[config.mk]
export PLATFORM = sky130hd
export DESIGN_NAME = pbrq_ctrl
export DESIGN_NICKNAME = d
export VERILOG_FILES = /design/src/hw/rtl/pbrq_pkg.sv /design/src/hw/rtl/pbrq_ctrl.sv
export SDC_FILE = /design/constraint.sdc
export NUM_CORES = 1
export LEC_CHECK = 0
export BUFFER_PORTS_ARGS = -buffer_cell sky130_fd_sc_hd__buf_4
export CORE_AREA = 2 2 39 41
export DETAILED_ROUTE_END_ITERATION = 6
export DIE_AREA = 0 0 41 43
export GPL_TIMING_DRIVEN = 1
export PLACE_DENSITY = 0.33
export SYNTH_ARGS = -nofsm -noshare
export SYNTH_HDL_FRONTEND = slang
export SYNTH_SLANG_ARGS = --single-unit
export TNS_END_PERCENT = 30
[constraint.sdc]
create_clock -name clock -period 0.9 [get_ports clock]
set_input_delay 0.18 -clock clock [delete_from_list [all_inputs] [get_ports clock]]
set_output_delay 0.18 -clock clock [all_outputs]
set_load 0.01 [all_outputs]
[src/hw/rtl/pbrq_pkg.sv]
// ----------------------------------------------------------------------------
// pbrq_pkg
// Shared types, codes and defaults for the packet buffer ring queue.
// ----------------------------------------------------------------------------
package pbrq_pkg;

   // default geometry
   localparam int SLOT_COUNT_DEF = 8;
   localparam int SLOT_BYTES_DEF = 64;

   // item kinds
   localparam logic [1:0] KIND_APPEND = 2'd0;
   localparam logic [1:0] KIND_PACKET = 2'd1;
   localparam logic [1:0] KIND_READ   = 2'd2;

   // result status codes
   localparam logic [2:0] ST_OK    = 3'd0;
   localparam logic [2:0] ST_BUSY  = 3'd1;
   localparam logic [2:0] ST_LONG  = 3'd2;
   localparam logic [2:0] ST_EMPTY = 3'd3;
   localparam logic [2:0] ST_DATA  = 3'd4;

   // input item
   typedef struct packed {
      logic [1:0] kind;
      logic [7:0] data_byte;
      logic       last;
   } req_type;

   // result item
   typedef struct packed {
      logic [2:0] status;
      logic [7:0] read_byte;
      logic [6:0] packet_length;
      logic       run_end;
   } rsp_type;

   // controller states
   typedef enum logic [1:0] {
      S_IDLE,
      S_LOOK,
      S_READ
   } state_type;

   // controller to datapath
   typedef struct packed {
      logic load;   // latch item, look up slot length
      logic exec;   // carry out the latched item
      logic step;   // emit one byte of a read
   } cmd_type;

   // datapath to controller
   typedef struct packed {
      logic out_free;   // result register can take a new result
      logic stream;     // latched read has a packet with bytes
      logic last_byte;  // read stream is at its final byte
   } stat_type;

endpackage

[src/hw/rtl/pbrq_ctrl.sv]
// ----------------------------------------------------------------------------
// pbrq_ctrl
// Sequencer: accepts one item, executes it, and steps read streams.
// ----------------------------------------------------------------------------
module pbrq_ctrl (
   input  logic                clock,
   input  logic                reset,
   input  logic                req_valid,
   output logic                req_stall,
   input  pbrq_pkg::stat_type  stat,
   output pbrq_pkg::cmd_type   cmd
);

   pbrq_pkg::state_type state_ff, state_in;

   // state register
   always_ff @(posedge clock) begin
      if (reset) begin
         state_ff <= pbrq_pkg::S_IDLE;
      end else begin
         state_ff <= state_in;
      end
   end

   // next state
   always_comb begin
      state_in = state_ff;
      case (state_ff)
         pbrq_pkg::S_IDLE: begin
            if (req_valid) state_in = pbrq_pkg::S_LOOK;
         end
         pbrq_pkg::S_LOOK: begin
            if (stat.out_free) begin
               state_in = stat.stream ? pbrq_pkg::S_READ : pbrq_pkg::S_IDLE;
            end
         end
         pbrq_pkg::S_READ: begin
            if (stat.out_free && stat.last_byte) state_in = pbrq_pkg::S_IDLE;
         end
         default: state_in = pbrq_pkg::S_IDLE;
      endcase
   end

   // outputs
   always_comb begin
      req_stall = 1'b1;
      cmd       = '0;
      case (state_ff)
         pbrq_pkg::S_IDLE: begin
            req_stall = 1'b0;
            cmd.load  = req_valid;
         end
         pbrq_pkg::S_LOOK: cmd.exec = stat.out_free;
         pbrq_pkg::S_READ: cmd.step = stat.out_free;
         default: req_stall = 1'b1;
      endcase
   end

endmodule

# Yosys cells after proc, flatten, opt, wreduce, memory -nomap -nowiden
# Cells that the tools add are included.
[word_totals]
regBits = 2
latchBits = 0
mem_bits_rw = 0
mem_bits_ro = 0
input_bits = 6
out_inout_bits = 4
mem_count = 0
[op_classes]
n_addsub = 0
mul = 0
div = 0
magnitude_cmp = 0
eq_ne = 5
n_shift = 0
muxes = 9
n_bitwise = 0
n_reduce_logical = 3
[ops]
columns = ["operator", "n"]
rows = [
  ["two-way mux 2 bit", 4],
  ["inequality test 2 bit, second input constant", 3],
  ["case mux 2 bit (3 select lines)", 1],
  ["two-way mux 1 bit", 4],
  ["AND reduction 3 bit", 1],
  ["== test 2 x 1 -> 1 bit, second input constant", 1],
  ["== test 2 bit, second input constant", 1],
  ["logical NOT 2 bit", 1],
  ["logical AND 1 bit", 1],
]

# Longest topological paths before layout
# Gate-level depths: netlist (run 1).
[depth]
word_depth = 3
ltp_mapped = 3
ltp_nobuf = 3

# Worst setup path before layout (run 1)
# No wires, ideal clock.
[synth_timing]
kind = "reg2out"
startpoint = "register state_ff[0]"
endpoint = "output cmd[2] (netlist bit)"
t_arrival_ns = 0.772
path_slack_ns = -0.052
stages_incl_launch_ff = 3
path_buffers = 0
cell_sequence = "dfxtp_1 -> or2_1 -> nor2_1"
[synth_lines]
columns = ["element", "line_no", "source"]
rows = [
  ["start: declaration", "pbrq_ctrl.sv:14", "pbrq_pkg::state_type state_ff, state_in;"],
  ["start signal: assignment", "pbrq_ctrl.sv:19", "state_ff <= pbrq_pkg::S_IDLE;"],
  ["start signal: assignment", "pbrq_ctrl.sv:21", "state_ff <= state_in;"],
  ["end: declaration", "pbrq_ctrl.sv:11", "output pbrq_pkg::cmd_type cmd"],
]

==> results of run 1 <==
-- layer usage --
metal,part of all wire,vias to the layer above
met5,0,-
met4,0,0
met3,0.17,0
met2,0.32,10
met1,0.52,56
li1,-,70
-- cells by family (layout without fill, tap and decap cells) --
logic type / after synthesis / after routing / synth area share
buffers and inverters: 2 / 14 / 0.0667
muxes: 1 / 1 / 0.0889
and+or+nand+nor: 8 / 8 / 0.411
AOI/OAI and AO/OA: 1 / 1 / 0.0778
DFF: 2 / 2 / 0.356
-- cell type report --
| type | instances | area [um^2] |
|---|---|---|
| inverters | 2 | 7.51 |
| repair buffers | 9 | 71.3 |
| fillers | 154 | 1140 |
| flip-flops and latches | 2 | 42.5 |
| well taps | 16 | 20.0 |
| clock buffers | 3 | 22.5 |
| multi-input cells | 10 | 80.1 |
-- repair_timing --
item | in CTS | in global routing
endpoints found under the hold margin | 0 | 0
gates resized for setup | 4 | 0
pin swaps | 2 | 0
endpoints found under the setup margin | 4 | 4
-- power by group --
| group | internal, mW | switching (mW) |
|---|---|---|
| clock network | 0.147 | 0.0495 |
| registers | 0.0953 | 0.00682 |
| logic | 0.0457 | 0.0290 |
| total | 0.288 | 0.0853 |
-- worst paths after layout --
path	to	depth (start not counted)	slack [ns]	start
hold / removal	state_ff[1]	2	0.11	reset
setup reg to reg	state_ff[1]	3	0.09	state_ff[0]
setup / recovery	cmd[2]	3	-0.26	state_ff[1]
hold reg to reg	state_ff[0]	1	0.44	state_ff[1]
-- cells in the mapped netlist --
master | number | area share
or2_1 | 1 | 0.056
and3b_1 | 1 | 0.078
nor2_1 | 1 | 0.033
nor3_1 | 1 | 0.044
inv_1 | 2 | 0.067
nand2_1 | 2 | 0.067
nor3b_1 | 1 | 0.067
a21oi_2 | 1 | 0.078
dfxtp_1 | 2 | 0.36
mux2i_1 | 1 | 0.089
nand3b_1 | 1 | 0.067
-- metrics by stage --
step	utilization	std cells	setup TNS, ns	power (mW)
2_1_floorplan	-	14	0	0.134
3_3_place_gp	0.152	39	-0.0959	0.172
3_5_place_dp	0.152	39	-0.138	0.174
4_1_cts	0.176	42	-0.890	0.387
5_1_grt	0.176	42	-1.07	0.409
6_report	0.176	42	-0.839	0.373
==> impl_metrics.py, run 1 <==
metrics = {
    "worst_setup_path": {
        "crit_chain": "or2_4 > nor2_4 > buf_6",
        "cpPeakStageDelay_ns": 0.32,
        "crit_type": "register to output pin",
        "cp.required_ns": 0.72,
        "cp_data_arrival_time_ns": 0.98,
        "start_kind": "register",
        "critPathSlowestCell": "dfxtp_2",
        "path_max_fanout": 5,
        "end_kind": "output pin",
        "cpLargestDelayFamily": "simple AND/OR/NAND/NOR gates",
        "path_buf_inv": 1,
    },
    "sta": {
        "slew_viol_final": 0,
        "fin_worst_skew_ns": 0.000833,
        "rsz0062_at_grt": "yes",
        "period_share": 1.29,
        "timing.fmax_mhz": 859,
        "max_slew_margin": 0.919,
        "finalWorstSetupSlack_ns": -0.264,
        "setup_viol": 4,
        "worst_hold_slack_ns": 0.113,
        "fin_crit_ns": 1.16,
        "worst_slew_pin_slew_ns": 0.119,
        "finalHoldViolations": 0,
    },
    "global_routing": {
        "antenna_found_initial": 0,
        "grt_pass1_vias": 145,
        "grt_busiest_layer": "met1",
        "grt_overflow_total": 0,
        "grt_max_degree": 6,
        "grtUsageMet3": 0.0524,
        "groute.usage.overall": 0.0621,
        "use_met1": 0.0863,
        "grt_pass1_wl_um": 648,
        "grt.met2_usage": 0.0500,
    },
    "layout": {
        "drive_above_1_share": 0.692,
        "largest_register_ffs": 2,
        "regMostFlops": "state_ff",
        "antennaDiodeCount": 0,
        "nets": 34,
        "area_growth_pct": 117,
        "final_cell_area_um2": 244,
        "reg_top3": "state_ff (2)",
        "final_cell_mix": "8 x buf_4, 3 x clkbuf_4, 2 x inv_1, 2 x nand2_1, 2 x dfxtp_2",
        "layout_commonest_cell": "buf_4",
    },
    "synthesis": {
        "syn_avg_cell_area_um2": 8.04,
        "synth_nets": 20,
        "ys_types": 11,
        "ys.warnings.count": 0,
        "syn_inst": 14,
        "netlist_area_um2": 113,
        "ys_ff_latch": 2,
        "ys_seq_area_frac": 0.356,
    },
    "clock_tree": {
        "cts_inserted_buffers": 3,
        "path_clk_slew_ns": 0.03,
        "cts_tree": "yes",
        "htreeDepth": 1,
        "cts_hold_buf": 0,
        "clock_sinks": 2,
        "root_buffer": "clkbuf_4",
        "cts_setup_buffers": 0,
        "clkLatencyLatePin_ns": 0.22,
        "clockBufferDepth": 2,
    },
    "routing": {
        "wl_per_cell_um": 8.60,
        "drc": 0,
        "ant_nets": 0,
        "routed_via_density": 3.24,
        "vias": 136,
        "routed_wl_um": 361,
        "drt-pass1-iter-count": 2,
        "drt-initial-drc-count": 2,
    },
    "die": {
        "initial_core_util": 0.0814,
        "core_um2": 1380,
        "die_w_um": 41,
        "ioPinCount": 10,
        "die_h_um": 43,
        "dieArea_um2": 1760,
        "row_count": 14,
    },
    "run_status": {
        "violations": "negative setup slack",
        "status": "complete, but fails checks",
    },
    "placed_design": {
        "routabilityCongestion": 0.680,
        "preCtsSetupSlack_ns": -0.0921,
        "place_area_um2": 210,
        "portBuffers": 9,
    },
    "pwr": {
        "powerDensity_nw_per_um2": 1530,
        "leakage_nw": 0.114,
        "vdd_drop_max_uv": 473,
    },
    "run": {
        "drv_cap": 0,
    },
    "min_path": {
        "hp-class": "input port to register",
    },
}
No activity file was read; power rests on OpenSTA's default activity.
==> inputs of run 2 (changes only) <==
Settings changed: SETUP_SLACK_MARGIN from default to 0.05.
==> run 2 against run 1 <==
Net effect:
- the flow still finishes with violations (negative setup slack)
- die area unchanged
- first-iteration DRC count did not move
- register-to-register slack worse by 0.09 ns
- final cell count is 4.8% higher
- core utilization rose by 0.99 points
- sequential share of layout area is 0.93 points lower
- clock skew is 0.00073 ns lower
- maximum frequency about the same
- final area increased by 5.6%
- flip-flop and latch count did not move
- critical path type unchanged
==> impl_metrics.py, run 2 (same netlist as run 1, synthesis figures left out) <==
metrics = {
    "run_status": {
        "status": "complete, but fails checks",
        "violations": "negative setup slack",
    },
    "clock_tree": {
        "root_buffer": "clkbuf_4",
        "clockBufferDepth": 2,
        "cts_hold_buf": 0,
        "htreeDepth": 1,
        "clkLatencyLatePin_ns": 0.22,
        "cts_tree": "yes",
        "cts_inserted_buffers": 3,
        "clock_sinks": 2,
        "path_clk_slew_ns": 0.03,
    },
    "sta": {
        "finalHoldViolations": 0,
        "period_share": 1.29,
        "worst_slew_pin_slew_ns": 0.172,
        "rsz0062_at_grt": "yes",
        "worst_hold_slack_ns": 0.115,
        "fin_crit_ns": 1.16,
        "finalWorstSetupSlack_ns": -0.264,
        "fin_setup_tns_ns": -0.860,
        "timing.fmax_mhz": 859,
        "fin_worst_skew_ns": 0.000101,
        "max_slew_margin": 0.885,
        "slew_viol_final": 0,
        "setup_viol": 4,
    },
    "die": {
        "row_count": 14,
        "initial_core_util": 0.0814,
        "dieArea_um2": 1760,
        "die_w_um": 41,
        "core_um2": 1380,
        "die_h_um": 43,
        "ioPinCount": 10,
    },
    "pwr": {
        "vdd_drop_max_uv": 482,
        "powerDensity_nw_per_um2": 1490,
        "leakage_nw": 0.123,
    },
    "global_routing": {
        "groute.usage.overall": 0.0511,
        "grt_pass1_vias": 158,
        "grt_busiest_layer": "met4",
        "grt.met2_usage": 0.0531,
        "grtUsageMet3": 0.0157,
        "use_met1": 0.0605,
        "grt_overflow_total": 0,
        "antenna_found_initial": 0,
        "grt_max_degree": 6,
        "grt_pass1_wl_um": 552,
    },
    "placed_design": {
        "routabilityCongestion": 0.591,
        "portBuffers": 9,
        "place_area_um2": 219,
        "preCtsSetupSlack_ns": -0.0669,
    },
    "layout": {
        "nets": 36,
        "reg_top3": "state_ff (2)",
        "multiInputGateArea_um2": 75.1,
        "fill_cells": 156,
        "layout_commonest_cell": "buf_4",
        "antennaDiodeCount": 0,
        "final_util": 0.186,
        "final_cell_area_um2": 258,
        "final-seq-area_um2": 42.5,
        "largest_register_ffs": 2,
        "area_growth_pct": 129,
        "drive_above_1_share": 0.679,
        "regMostFlops": "state_ff",
        "final_cell_mix": "9 x buf_4, 3 x clkbuf_4",
    },
    "min_path": {
        "hp-class": "input port to register",
        "worstHoldStart": "reset",
        "min_path_cells": 2,
        "hold_end": "state_ff[1]",
    },
    "worst_setup_path": {
        "regToRegSetupSlack_ns": 0,
        "path_max_fanout": 4,
        "cp.required_ns": 0.72,
        "end_kind": "output pin",
        "reg2regPathDepth": 4,
        "r2r-start": "state_ff[0]",
        "crit_type": "register to output pin",
        "start_kind": "register",
        "cp_data_arrival_time_ns": 0.98,
        "r2r-end": "state_ff[0]",
    },
    "routing": {
        "vias": 139,
        "routed_via_density": 3.16,
        "drc": 0,
        "wl_per_cell_um": 7.93,
        "drt-initial-drc-count": 2,
        "drt-pass1-iter-count": 2,
        "routed_wl_um": 349,
        "ant_nets": 0,
    },
    "run": {
        "drv_cap": 0,
    },
}
-- run 2: changes by cell type in the layout (fill, tap and decap cells not counted), sizes merged --
cell | before | now
buf | 9 | 11
-- run 2: area by class of cell --
class                   count  area share
repair buffers             11       0.350
inverters                   2      0.0291
multi-input cells          10       0.291
well taps                  16      0.0777
clock buffers               3      0.0874
flip-flops and latches      2       0.165
-- run 2: report_power, final --
group | internal (mW) | switching [mW] | total (mW)
registers | 0.0953 | 0.00482 | 0.100
logic | 0.0547 | 0.0326 | 0.0873
clock network | 0.147 | 0.0486 | 0.196
-- run 2: per-layer routing --
| layer | share of wire | vias to the layer above |
|---|---|---|
| li1 | - | 74 |
| met1 | 0.45 | 55 |
| met2 | 0.37 | 10 |
| met3 | 0.18 | 0 |
| met4 | 0 | 0 |
| met5 | 0 | - |
-- run 2: worst max-delay path, cell delays in order (launching register included) --
cell	delay, ns
dfxtp_2	0.32
or2_4	0.26
nor2_4	0.08
buf_6	0.10
-- run 2: stage by stage --
step           total power, mW  instances
6_report                 0.383         44
5_1_grt                  0.405         44
4_1_cts                  0.399         44
3_5_place_dp             0.179         40
3_3_place_gp             0.178         40
2_1_floorplan            0.134         14
-- run 2: how the worst max path moves through the flow --
stage | slack [ns] | cells after the start | end | startpoint
2_1_floorplan | 0.02 | 2 | cmd[2] | state_ff[1]
3_3_place_gp | -0.06 | 3 | cmd[2] | state_ff[1]
3_5_place_dp | -0.07 | 3 | cmd[2] | state_ff[1]
4_1_cts | -0.28 | 3 | cmd[2] | state_ff[0]
5_1_grt | -0.31 | 3 | cmd[2] | state_ff[0]
6_report | -0.26 | 3 | cmd[2] | state_ff[0]
-- run 2: timing repair --
action                                  4_1_cts  5_1_grt
setup buffers                                 1        0
pin swaps                                     2        0
resized for setup                             2        1
endpoints found under the setup margin        5        5
==> inputs of run 3 (changes only) <==
Settings changed: GPL_TIMING_DRIVEN 1 to default.
Clock period 0.9 ns to 1.22 ns, I/O delays scaled along.
==> run 3 against run 2 <==
Net effect:
- the flow still finishes with violations (negative setup slack)
- flip-flop and latch count is the same
- global-route usage grew 0.81 points
- clock skew grew 0.0025 ns
- via count shrank 2.2%
- largest cell class is now multi-input gates
- non-clock buffer count shrank 2
- register-to-register slack gained 0.41 ns
- final area shrank 8.7%
- hold slack gained 0.064 ns
- sequential power shrank 26%
==> impl_metrics.py, run 3 (same netlist as run 1, synthesis figures left out) <==
metrics = {
    "run_status": {
        "violations": "negative setup slack",
        "status": "complete, but fails checks",
    },
    "routing": {
        "wl_per_cell_um": 8.71,
        "drt-initial-drc-count": 1,
        "routed_via_density": 3.24,
        "drc": 0,
        "routed_wl_um": 366,
        "drt-pass1-iter-count": 4,
        "vias": 136,
        "ant_nets": 0,
    },
    "worst_setup_path": {
        "cpLargestDelayFamily": "simple AND/OR/NAND/NOR gates",
        "r2r-start": "state_ff[1]",
        "critPathSlowestCell": "dfxtp_2",
        "cpPeakStageDelay_ns": 0.32,
        "crit_chain": "or2_1 > nor2_1 > buf_4",
        "regToRegSetupSlack_ns": 0.41,
        "path_max_fanout": 5,
        "start_kind": "register",
        "cp-startpoint": "state_ff[1]",
        "cp_data_arrival_time_ns": 0.99,
        "cp.required_ns": 0.98,
        "path_buf_inv": 1,
        "end_kind": "output pin",
        "crit_type": "register to output pin",
    },
    "pwr": {
        "power_uw": 269,
        "p_sw_uw": 61.0,
        "comb_power_share": 0.181,
        "vdd_drop_max_uv": 285,
        "swShare": 0.227,
        "powerDensity_nw_per_um2": 1140,
        "power.share.clock": 0.543,
        "p_int_uw": 208,
        "p_seq_frac": 0.277,
        "leakage_nw": 0.112,
    },
    "sta": {
        "rsz0062_at_grt": "yes",
        "setup_viol": 1,
        "max_slew_margin": 0.915,
        "fin_setup_tns_ns": -0.0153,
        "fin_crit_ns": 1.24,
        "finalWorstSetupSlack_ns": -0.0153,
        "finalHoldViolations": 0,
        "worst_slew_pin_slew_ns": 0.124,
        "timing.fmax_mhz": 810,
        "worst_hold_slack_ns": 0.179,
        "fin_worst_skew_ns": 0.00261,
        "period_share": 1.01,
        "slew_viol_final": 0,
    },
    "clock_tree": {
        "root_buffer": "clkbuf_4",
        "clkLatencyLatePin_ns": 0.22,
        "cts_setup_buffers": 0,
        "cts_tree": "yes",
        "cts_inserted_buffers": 3,
        "htreeDepth": 1,
        "clockBufferDepth": 2,
        "clock_sinks": 2,
        "cts_hold_buf": 0,
        "path_clk_slew_ns": 0.03,
    },
    "layout": {
        "regMostFlops": "state_ff",
        "nets": 34,
        "final_cell_area_um2": 235,
        "largest_register_ffs": 2,
        "layout_commonest_cell": "buf_4",
        "reg_top3": "state_ff (2)",
        "drive_above_1_share": 0.654,
        "area_growth_pct": 109,
        "antennaDiodeCount": 0,
        "final_util": 0.170,
        "final_cell_mix": "8 x buf_4, 3 x clkbuf_4, 2 x inv_1, 2 x nand2_1, 2 x dfxtp_2",
    },
    "global_routing": {
        "antenna_found_initial": 0,
        "grt_pass1_wl_um": 593,
        "grt_overflow_total": 0,
        "grt_max_degree": 6,
        "groute.usage.overall": 0.0591,
        "grt_pass1_vias": 136,
    },
    "placed_design": {
        "routabilityCongestion": 0.628,
        "portBuffers": 9,
        "place_area_um2": 200,
    },
    "min_path": {
        "hp-class": "input port to register",
        "worstHoldStart": "reset",
    },
    "die": {
        "die_h_um": 43,
        "row_count": 14,
        "die_w_um": 41,
        "initial_core_util": 0.0814,
        "dieArea_um2": 1760,
        "core_um2": 1380,
        "ioPinCount": 10,
    },
    "run": {
        "drv_cap": 0,
    },
}
-- run 3: what timing repair did --
action	CTS	global route
endpoints found under the hold margin	0	0
pin swaps	1	0
setup endpoints to repair	4	4
gates resized for setup	3	2
-- run 3: final cells by class --
cell class | count | area (um^2)
flip-flops and latches | 2 | 42.5
multi-input cells | 10 | 71.3
clock buffers | 3 | 22.5
fillers | 165 | 1150
inverters | 2 | 7.51
repair buffers | 9 | 71.3
well taps | 16 | 20.0
-- run 3: power by group through the flow --
stage / clock network [mW] / logic [mW] / registers, mW
floorplan: 0 / 0.0188 / 0.0733
global placement: 0 / 0.0461 / 0.0740
detailed placement: 0 / 0.0471 / 0.0744
CTS: 0.159 / 0.0478 / 0.0746
global route: 0.170 / 0.0525 / 0.0753
finish: 0.146 / 0.0486 / 0.0745
-- run 3: routing by layer --
layer | vias to the layer above | global-route usage | share of wire
li1 | 70 | - | -
met1 | 56 | 0.0767 | 0.50
met2 | 10 | 0.0438 | 0.32
met3 | 0 | 0.0471 | 0.18
met4 | 0 | 0.0800 | 0
met5 | - | 0 | 0
-- run 3: path summary, 6_finish.rpt --
check | endpoint | depth (start not counted)
max | cmd[2] | 3
max reg2reg | state_ff[1] | 3
min | state_ff[1] | 2
min reg2reg | state_ff[0] | 1
-- run 3: metrics by stage --
stage	setup WS [ns]	instances
finish	-0.0153	42
global route	-0.0701	42
CTS	-0.0417	42
detailed placement	0.187	39
global placement	0.196	39
floorplan	0.204	14
